`config.mk`:
```
export PLATFORM = sky130hd
export DESIGN_NAME = scanner_pattern_led_frames_top
export DESIGN_NICKNAME = d
export VERILOG_FILES = /design/src/hw/rtl/spl_pkg.sv /design/src/hw/rtl/spl_ctrl.sv /design/src/hw/rtl/spl_dp.sv /design/src/hw/rtl/scanner_pattern_led_frames_top.sv
export VERILOG_INCLUDE_DIRS = /design/src /design/src/hw/rtl
export SDC_FILE = /design/constraint.sdc
export NUM_CORES = 1
export LEC_CHECK = 0
export ABC_AREA = 1
export BUFFER_PORTS_ARGS = -buffer_cell sky130_fd_sc_hd__buf_2
export CAP_MARGIN = 20
export CORE_ASPECT_RATIO = 0.8
export CORE_MARGIN = 4
export CORE_UTILIZATION = 56
export CTS_CLUSTER_SIZE = 30
export DETAILED_ROUTE_END_ITERATION = 12
export GPL_TIMING_DRIVEN = 0
export PLACE_DENSITY = 0.74
export SKIP_CTS_REPAIR_TIMING = 1
export SYNTH_ARGS = -nofsm -noshare
export SYNTH_HDL_FRONTEND = slang
export SYNTH_SLANG_ARGS = --single-unit
export TNS_END_PERCENT = 10
```
`constraint.sdc`:
```
create_clock -name aclk -period 3.1 [get_ports aclk]
set_clock_uncertainty 0.2 [all_clocks]
set_input_delay 0.31 -clock aclk [delete_from_list [all_inputs] [get_ports aclk]]
set_output_delay 0.31 -clock aclk [all_outputs]
set_load 0.01 [all_outputs]
```
`src/hw/rtl/scanner_pattern_led_frames_top_defines.svh`:
```
// Assertion macros shared by the scanner RTL.
// Define ASSERT_OFF to compile the checks out; no other dependencies.
`ifndef SCANNER_PATTERN_LED_FRAMES_TOP_DEFINES_SVH
`define SCANNER_PATTERN_LED_FRAMES_TOP_DEFINES_SVH

`ifndef ASSERT_OFF
`define SPL_ASSERT_NOW(lbl, clk, rst_n, ante, cons) \
    lbl: assert property (@(posedge clk) disable iff (!rst_n) (ante) |-> (cons)) \
        else $error("assertion failed");
`define SPL_ASSERT_NEXT(lbl, clk, rst_n, ante, cons) \
    lbl: assert property (@(posedge clk) disable iff (!rst_n) (ante) |=> (cons)) \
        else $error("assertion failed");
`else
`define SPL_ASSERT_NOW(lbl, clk, rst_n, ante, cons)
`define SPL_ASSERT_NEXT(lbl, clk, rst_n, ante, cons)
`endif

`endif

```
`src/hw/rtl/spl_pkg.sv`:
```
// Shared types and constants for the LED strip scanner.
// No dependencies.
package spl_pkg;

    localparam int unsigned CFG_IDX_W = 2;
    localparam int unsigned CFG_DATA_W = 8;
    localparam int unsigned WORD_W = 32;

    localparam logic [CFG_IDX_W-1:0] REG_PASS_COUNT = 2'd0;
    localparam logic [CFG_IDX_W-1:0] REG_HEAD_LEVEL = 2'd1;
    localparam logic [CFG_IDX_W-1:0] REG_BRIGHTNESS = 2'd2;

    localparam logic [7:0] PASS_COUNT_RST = 8'd4;
    localparam logic [7:0] HEAD_LEVEL_RST = 8'd128;
    localparam logic [4:0] BRIGHTNESS_RST = 5'd31;

    localparam logic [2:0] PIXEL_MARK = 3'b111;
    localparam logic [WORD_W-1:0] START_WORD = 32'h0000_0000;
    localparam logic [WORD_W-1:0] END_WORD = 32'hFFFF_FFFF;

    typedef struct packed {
        logic take;
        logic ld_start;
        logic ld_pix;
        logic ld_end;
    } spl_cmd_t;

    typedef struct packed {
        logic finished;
        logic out_free;
        logic last_pix;
    } spl_stat_t;

endpackage

```
`src/hw/rtl/spl_ctrl.sv`:
```
// Frame sequencer for the LED strip scanner.
// Depends on spl_pkg for the command and status structs.
module spl_ctrl import spl_pkg::*; (
    input  logic      aclk,
    input  logic      aresetn,
    input  logic      s_tvalid,
    input  logic      restart,
    input  spl_stat_t stat,
    output logic      s_tready,
    output spl_cmd_t  cmd
);

    typedef enum logic [3:0] {
        ST_IDLE  = 4'b0001,
        ST_START = 4'b0010,
        ST_PIX   = 4'b0100,
        ST_END   = 4'b1000
    } state_t;

    state_t state_reg, state_next;

    assign s_tready = (state_reg == ST_IDLE);

    always_comb begin
        state_next = state_reg;
        cmd = '0;
        unique case (state_reg)
            ST_IDLE: begin
                if (s_tvalid) begin
                    cmd.take = 1'b1;
                    if (restart || !stat.finished) begin
                        state_next = ST_START;
                    end
                end
            end
            ST_START: begin
                if (stat.out_free) begin
                    cmd.ld_start = 1'b1;
                    state_next = ST_PIX;
                end
            end
            ST_PIX: begin
                if (stat.out_free) begin
                    cmd.ld_pix = 1'b1;
                    if (stat.last_pix) begin
                        state_next = ST_END;
                    end
                end
            end
            ST_END: begin
                if (stat.out_free) begin
                    cmd.ld_end = 1'b1;
                    state_next = ST_IDLE;
                end
            end
            default: state_next = ST_IDLE;
        endcase
    end

    always_ff @(posedge aclk) begin
        if (!aresetn) begin
            state_reg <= ST_IDLE;
        end else begin
            state_reg <= state_next;
        end
    end

endmodule

```
`src/hw/rtl/spl_dp.sv`:
```
// Datapath of the LED strip scanner: settings, dot state, red level store and output register.
// Depends on spl_pkg and the assertion macros header.
`include "scanner_pattern_led_frames_top_defines.svh"

module spl_dp import spl_pkg::*; #(
    parameter int unsigned PIXELS = 17
) (
    input  logic                  aclk,
    input  logic                  aresetn,
    input  logic                  cfg_wr_en,
    input  logic [CFG_IDX_W-1:0]  cfg_index,
    input  logic [CFG_DATA_W-1:0] cfg_data,
    input  logic                  restart,
    input  spl_cmd_t              cmd,
    output spl_stat_t             stat,
    input  logic                  m_tready,
    output logic                  m_tvalid,
    output logic [WORD_W-1:0]     m_tdata,
    output logic                  m_tlast
);

    localparam int unsigned POS_W = $clog2(PIXELS);
    localparam logic [POS_W-1:0] POS_LAST = POS_W'(PIXELS - 1);

    logic [7:0] pass_count_reg;
    logic [7:0] head_level_reg;
    logic [4:0] brightness_reg;

    logic [POS_W-1:0] pos_reg, pos_next, pos_step;
    logic             down_reg, down_next;
    logic [7:0]       passes_reg, passes_next;
    logic             fin_reg, fin_next;
    logic             mode_restart_reg;

    logic [7:0]       red_mem [PIXELS];
    logic [PIXELS-1:0] valid_reg;
    logic [7:0]       rd_mem_reg;
    logic             rd_valid_reg;
    logic [7:0]       rd_data;
    logic [POS_W-1:0] idx_reg, idx_next, rd_addr;
    logic [7:0]       new_val;

    logic              out_valid_reg;
    logic [WORD_W-1:0] out_word_reg;
    logic              out_last_reg;

    always_ff @(posedge aclk) begin
        if (!aresetn) begin
            pass_count_reg <= PASS_COUNT_RST;
            head_level_reg <= HEAD_LEVEL_RST;
            brightness_reg <= BRIGHTNESS_RST;
        end else if (cfg_wr_en) begin
            unique case (cfg_index)
                REG_PASS_COUNT: pass_count_reg <= cfg_data;
                REG_HEAD_LEVEL: head_level_reg <= cfg_data;
                REG_BRIGHTNESS: brightness_reg <= cfg_data[4:0];
                default: ;
            endcase
        end
    end

    always_comb begin
        pos_next = pos_reg;
        down_next = down_reg;
        passes_next = passes_reg;
        fin_next = fin_reg;
        pos_step = pos_reg;
        if (down_reg) begin
            if (pos_reg != '0) begin
                pos_step = pos_reg - 1'b1;
            end
        end else if (pos_reg != POS_LAST) begin
            pos_step = pos_reg + 1'b1;
        end
        if (restart) begin
            pos_next = '0;
            down_next = 1'b0;
            passes_next = pass_count_reg;
            fin_next = 1'b0;
        end else if (!fin_reg) begin
            pos_next = pos_step;
            if (pos_step == '0) begin
                down_next = 1'b0;
                if (passes_reg != '0) begin
                    passes_next = passes_reg - 1'b1;
                    fin_next = (passes_reg == 8'd1);
                end
            end
            if (pos_step == POS_LAST) begin
                down_next = 1'b1;
            end
        end
    end

    always_ff @(posedge aclk) begin
        if (!aresetn) begin
            pos_reg <= '0;
            down_reg <= 1'b0;
            passes_reg <= PASS_COUNT_RST;
            fin_reg <= 1'b0;
            mode_restart_reg <= 1'b0;
        end else if (cmd.take) begin
            pos_reg <= pos_next;
            down_reg <= down_next;
            passes_reg <= passes_next;
            fin_reg <= fin_next;
            mode_restart_reg <= restart;
        end
    end

    assign idx_next = (idx_reg == POS_LAST) ? '0 : idx_reg + 1'b1;
    assign rd_addr = cmd.ld_pix ? idx_next : idx_reg;
    assign rd_data = rd_valid_reg ? rd_mem_reg : 8'h00;

    always_comb begin
        if (mode_restart_reg) begin
            new_val = (idx_reg == '0) ? head_level_reg : 8'h00;
        end else begin
            new_val = (idx_reg == pos_reg) ? head_level_reg : {1'b0, rd_data[7:1]};
        end
    end

    always_ff @(posedge aclk) begin
        if (cmd.ld_pix) begin
            red_mem[idx_reg] <= new_val;
        end
        rd_mem_reg <= red_mem[rd_addr];
    end

    always_ff @(posedge aclk) begin
        if (!aresetn) begin
            valid_reg <= '0;
            rd_valid_reg <= 1'b0;
            idx_reg <= '0;
        end else begin
            if (cmd.ld_pix) begin
                valid_reg[idx_reg] <= 1'b1;
                idx_reg <= idx_next;
            end
            rd_valid_reg <= valid_reg[rd_addr];
        end
    end

    assign stat.finished = fin_reg;
    assign stat.out_free = !out_valid_reg || m_tready;
    assign stat.last_pix = (idx_reg == POS_LAST);

    always_ff @(posedge aclk) begin
        if (!aresetn) begin
            out_valid_reg <= 1'b0;
        end else if (cmd.ld_start || cmd.ld_pix || cmd.ld_end) begin
            out_valid_reg <= 1'b1;
        end else if (m_tready) begin
            out_valid_reg <= 1'b0;
        end
    end

    always_ff @(posedge aclk) begin
        if (cmd.ld_start) begin
            out_word_reg <= START_WORD;
            out_last_reg <= 1'b0;
        end else if (cmd.ld_pix) begin
            out_word_reg <= {PIXEL_MARK, brightness_reg, 8'h00, 8'h00, new_val};
            out_last_reg <= 1'b0;
        end else if (cmd.ld_end) begin
            out_word_reg <= END_WORD;
            out_last_reg <= 1'b1;
        end
    end

    assign m_tvalid = out_valid_reg;
    assign m_tdata = out_word_reg;
    assign m_tlast = out_last_reg;

    `SPL_ASSERT_NEXT(a_start_word, aclk, aresetn, cmd.ld_start,
        out_valid_reg && out_word_reg == START_WORD && !out_last_reg)
    `SPL_ASSERT_NOW(a_last_is_end, aclk, aresetn, out_valid_reg && out_last_reg,
        out_word_reg == END_WORD)
    `SPL_ASSERT_NOW(a_fin_no_passes, aclk, aresetn, fin_reg, passes_reg == '0)

endmodule

```
`src/hw/rtl/scanner_pattern_led_frames_top.sv`:
```
// After a tick beat is accepted, the sequencer enters its start state and, once the output
// is free, loads the start word. Ticks are taken only while idle. A frame gives one word
// and one red store read per cycle with no back-pressure; a finished advance tick sends no frame.
// Reset is synchronous and active low; it restores the register defaults, the dot state
// and an all-zero red store at once, with no clearing pass.
module scanner_pattern_led_frames_top import spl_pkg::*; #(
    parameter int unsigned PIXELS = 17
) (
    input  logic                  aclk,
    input  logic                  aresetn,
    input  logic                  cfg_wr_en,
    input  logic [CFG_IDX_W-1:0]  cfg_index,
    input  logic [CFG_DATA_W-1:0] cfg_data,
    input  logic                  s_tvalid,
    output logic                  s_tready,
    input  logic [7:0]            s_tdata,  // [0] restart, [7:1] zero
    output logic                  m_tvalid,
    input  logic                  m_tready,
    output logic [WORD_W-1:0]     m_tdata,  // [31:0] frame_word
    output logic                  m_tlast
);

    spl_cmd_t  cmd;
    spl_stat_t stat;

    spl_ctrl u_ctrl (
        .aclk     (aclk),
        .aresetn  (aresetn),
        .s_tvalid (s_tvalid),
        .restart  (s_tdata[0]),
        .stat     (stat),
        .s_tready (s_tready),
        .cmd      (cmd)
    );

    spl_dp #(
        .PIXELS (PIXELS)
    ) u_dp (
        .aclk      (aclk),
        .aresetn   (aresetn),
        .cfg_wr_en (cfg_wr_en),
        .cfg_index (cfg_index),
        .cfg_data  (cfg_data),
        .restart   (s_tdata[0]),
        .cmd       (cmd),
        .stat      (stat),
        .m_tready  (m_tready),
        .m_tvalid  (m_tvalid),
        .m_tdata   (m_tdata),
        .m_tlast   (m_tlast)
    );

endmodule
```
* Word-level counts from Yosys, hierarchy flattened
Memories as Yosys holds them, arrays and structs flattened. A register that Yosys moved wholly into a read port is not among the register bits.
Cells that the tools add are included.
** Operators by class
- Add/subtract/negate cells :: 4
- Magnitude comparators :: 3
- Equal/unequal tests :: 18
- Muxes and demuxes :: 46
- Bitwise logic cells :: 1
- Reductions and logical operators :: 25
** Operators by type and width (number)
- $mux W32 :: 2
- $mux W8 :: 8
- $mux W5 :: 7
- $mux W4 :: 6
- $mux W1 :: 20
- $or A17 B17 Y17 :: 1
- $pmux W4 S4 :: 1
- $lt A5 B6 Y1 const B :: 2
- $ne A2 B2 Y1 const B :: 6
- $add A5 B1 Y5 const B :: 2
- $eq A5 B5 Y1 const B :: 2
- $logic_not A5 Y1 :: 2
- $eq A8 B1 Y1 const B :: 1
- $reduce_and A2 Y1 :: 4
- $reduce_bool A2 Y1 :: 4
- $reduce_bool A8 Y1 :: 1
- $sub A8 B1 Y8 const B :: 1
- $reduce_and A6 Y1 :: 1
- $bmux W1 S5 :: 1
- $demux W1 S5 :: 1
- $eq A5 B5 Y1 :: 1
- $ge A5 B1 Y1 const B :: 1
- $ne A5 B5 Y1 const B :: 1
- $reduce_bool A5 Y1 :: 1
- other kinds (16) :: 20
** Word-level totals
- Register bits after elaboration :: 83
- Bits in writable memories :: 136
- Input port bits :: 23
- Output and inout bits :: 35
- Logic and storage cells :: 114
- Memories kept :: 1
** Memories
- u_dp.red_mem :: words 17, bits a word 8, read ports 1, clocked after memory_dff 1, write ports 1, RTL line spl_dp.sv:35 : logic [7:0] red_mem [PIXELS];

* Logic depth before layout (Yosys ltp)
- Depth after elaboration :: 8
- Gate-level depth with buffers :: 16
- Gate-level depth less buffers :: 15

* Modules after synthesis
From an unflattened synthesis, not the netlist that was laid out.
** Unflattened totals
- Cells, all modules :: 1086
- Area, all modules :: 9417.8 um2
** Modules (own cells, without submodules)
- spl_dp :: instances 1, cells each 1038, area an instance 9103.7 um2, seq. area each 5235.0 um2
- spl_ctrl :: instances 1, cells each 48, area an instance 314.1 um2, seq. area each 80.1 um2

* Worst setup path before layout
No wires, ideal clock.
- Path type :: register to register
- Start :: register u_dp.idx_reg[0]
- End :: memory u_dp.red_mem[0][1] (data pin)
- Setup time :: 0.348 ns
- Data arrival time :: 1.800 ns
- Data required time :: 2.552 ns
- Slack :: 0.751 ns
- Cell stages (with the launch flop) :: 7
- Path buffers :: 0
- Clock period less this slack :: 2.349 ns
- Cell sequence :: dfxtp_1 inv_1 ha_1 inv_1 o21ai_0 nand2_1 o21ai_0
** Between the ends
- Longest elaborated chain between the ends :: 3
- Elaborated cells on any way between the ends :: 5
- Those cells by class :: 1 x eq/ne; 3 x mux; 1 x reduce/logical
** RTL lines
- start, declared :: RTL line spl_dp.sv:40 : logic [POS_W-1:0] idx_reg, idx_next, rd_addr;
- start signal, assigned :: RTL line spl_dp.sv:138 : idx_reg <= idx_next;
- $eq A5 B5 Y1 / $logic_not A5 Y1 (equally long branches) :: RTL line spl_dp.sv:119, spl_dp.sv:117
- $mux W8, on equally long branches :: RTL line spl_dp.sv:119, spl_dp.sv:117
- $mux W8 * :: RTL line spl_dp.sv:116 : if (mode_restart_reg) begin
- net u_dp.new_val[1] :: RTL line spl_dp.sv:41 : logic [7:0] new_val;
- end, declared :: RTL line spl_dp.sv:35
The timed path passes the listed nets; every way through them passes the cells marked *.

* Final worst setup path
- Start :: register u_dp.idx_reg[4]
- End :: memory u_dp.red_mem[5][5] (data pin)
Same word-level chain as after synthesis.

==> flow_summary.yaml <==
floorplanning:
  die_h_um: 125
  fp.dieW_um: 154
  dieArea_mm2: 0.0192
  rows: 42
  core_mm2: 0.0167
  ioPinCount: 58
  start_util: 0.573
power_and_ir_drop:
  power_density_mw_per_mm2: 560
  pwr-share-seq: 0.496
  power.share.clock: 0.399
  power_frac_comb: 0.104
  peakVddDrop_mv: 0.376
  power.switching_mw: 1.43
  switching_share: 0.235
  p_leak_nw: 4.97
  power.total_mw: 6.10
  p_int_mw: 4.67
sta:
  setup_viol: 0
  timing.setup.tns_ns: 0
  slew_violations: 0
  final_hold_viol_count: 1
  whs_ns: -0.00435
  maxSlewHeadroom: 0.355
  period_share: 0.918
  post-route-min-period_ns: 2.84
  worst_pin_slew_ns: 0.967
  max_freq_mhz: 352
  rsz0062_at_grt: "no"
synth:
  synth.avg_cell_area_um2: 8.60
  synth_nets: 1143
  synth_mux_area_frac: 0
  postSynthCellCount: 1111
  synth-xor-area-share: 0.00642
  ys_seq_elements: 206
  synth_top_family_by_area: "simple AND/OR/NAND/NOR gates"
  synth_edf_count: 119
  yosysSeqAreaShare: 0.556
  yosys_warnings: 0
  yosys.area_share.adder: 0.0118
  postSynth.asyncResetShare: 0
  synthDistinctLibCells: 42
  synth_ff_type: "edfxtp_1"
  syn_area_mm2: 0.00955
  synthSimpleGateAreaFrac: 0.237
  synth_compound_area_frac: 0.0644
placed_design:
  dpl.cell_count: 1383
  hpwl_um: 15900
  globalplace.congestion: 0.889
  portBuffers: 50
cells_and_area:
  largest_reg_flops: 119
  fin_cells: 1431
  area_growth_syn_to_layout_pct: 14.0
  drive_above_1_share: 0.135
  fillers: 1375
  fin_nets: 1228
  diodes: 0
  fin_util: 0.654
outcome:
  violations: "negative hold slack"
  status: "finished with violations"
routing:
  vias: 7511
  drt-total-wl_um: 22700
  drt_iter0_drc: 771
  route.detailed.drc: 0
  detail-route-antenna-nets: 0
  viasPerCell: 5.25
  dr.pass1.iters: 6
  wl_per_cell_um: 15.9
setup_path:
  critical_path_arrival_ns: 2.80
  cp-end-kind: "register"
  crit_required_ns: 3.06
  critPathKind: "reg2reg"
  cp_max_fo: 18
  critPathLaunchType: "register"
  crit_start: "u_dp.idx_reg[4]$_SDFF_PN0_"
  r2r-start: "u_dp.idx_reg[4]$_SDFF_PN0_"
grt:
  gr-total-overflow: 0
  gr-usage-all-layers: 0.230
  grt_start_max_net_pins: 19
  antenna_found_initial: 0
  first_global_vias: 6801
  grt_pass1_wl_um: 35500
clock_tree:
  cts-htree-levels: 1
  cts_made_buffers: 21
  cts-root-buf: "clkbuf_16"
  cts.sink_count: 206
  insertion_delay_ns: 0.49
  cts.clk_slew.worst_paths_ns: 0.06
  cts_tree: "yes"
  clock_path_buffers: 3
min_path:
  worstHoldStart: "cfg_index[1]"
  hold_class: "in2reg"
run:
  max-cap-violations: 0
[final timing paths]
kind,endpoint,slack [ns],cells after the start
setup reg to reg,u_dp.red_mem[5][5]$_DFFE_PP_,0.26,7
hold / removal,u_dp.head_level_reg[7]$_SDFFE_PN1P_,-0.004,3
hold reg to reg,u_dp.rd_mem_reg[6]$_DFF_P_,0.24,2
setup / recovery,u_dp.red_mem[5][5]$_DFFE_PP_,0.26,7
[worst max-delay path, stage by stage, from the launching register on]
cell     delay (ns)
dfxtp_1        0.37
nor2_1         0.11
inv_1          0.07
nor2_1         0.08
inv_1          0.12
o21ai_0        0.38
nand2_1        0.33
o21ai_2        0.84
[Yosys cell counts (all sizes together), types with 5 or more instances]
master	count	area, um^2
inv	210	791
ha	9	113
o211ai	6	45.0
buf	47	339
a21oi	37	196
nand3	158	836
nor3	7	40.0
o21bai	7	52.6
nand2	242	928
o21ai	43	215
dfxtp	87	1740
nand3b	10	75.1
edfxtp	119	3570
nor2	89	354
a211oi	5	37.5
clkbuf	12	46.3
[through the flow]
step / hold slack, ns / setup slack [ns] / instance area [um^2]
final: -0.00435 / 0.256 / 10900
after global routing: 0.0214 / 0.0533 / 10900
after CTS: -0.148 / 0.195 / 10800
after detailed placement: 0.229 / 0.211 / 10100
after global placement: 0.227 / -1.27 / 10100
after floorplan: 0.219 / 0.751 / 9550
[logic make-up (layout without fill, tap and decap cells)]
group           after synthesis  after routing
compound gates              107            107
buf+inv                     271            371
fa+ha+maj                     9              9
xor+xnor                      7              7
simple gates                511            511
flops                       206            206
[power groups by stage]
stage	Sequential [mW]	Combinational, mW	Clock [mW]
CTS	3.03	0.628	2.46
detailed placement	3.09	0.625	0
global placement	3.09	0.605	0
global route	3.04	0.700	2.59
floorplan	3.10	0.382	0
finish	3.03	0.637	2.44
[layout make-up]
cell class	count	area [um^2]	share of cell area
flip-flops and latches	206	5320	0.488
clock inverters	15	130	0.0119
repair buffers	62	373	0.0342
well taps	220	275	0.0253
clock buffers	23	533	0.0489
plain buffers	59	388	0.0356
multi-input cells	634	3080	0.283
inverters	212	798	0.0733
[cells in the final DEF (no fill, tap or decap), types with 4 or more instances in the layout]
cell type / instances
nand2_1: 236
inv_1: 204
nand3_1: 152
edfxtp_1: 119
dfxtp_1: 86
nor2_1: 84
buf_2: 65
o21ai_0: 36
a21oi_1: 36
buf_4: 23
clkbuf_16: 21
clkbuf_1: 13
nand3b_1: 10
dlygate4sd3_1: 10
ha_1: 9
buf_6: 8
o21bai_1: 7
nor3_1: 6
clkinv_1: 6
o211ai_1: 6
o21ai_2: 5
inv_2: 5
a211oi_1: 5
clkinv_2: 5
xnor2_1: 4
nand4_1: 4
nand2_2: 4
nand3_2: 4
[per-layer routing]
metal,up-vias,wire length (um),share of wire,global-route usage
met5,-,0,0,0
met4,0,328,0.014,0.0410
met3,34,2210,0.097,0.0514
met2,297,9710,0.43,0.341
met1,3473,10400,0.46,0.352
li1,3707,-,-,-
Note: power is estimated with default switching activity, not from simulation.
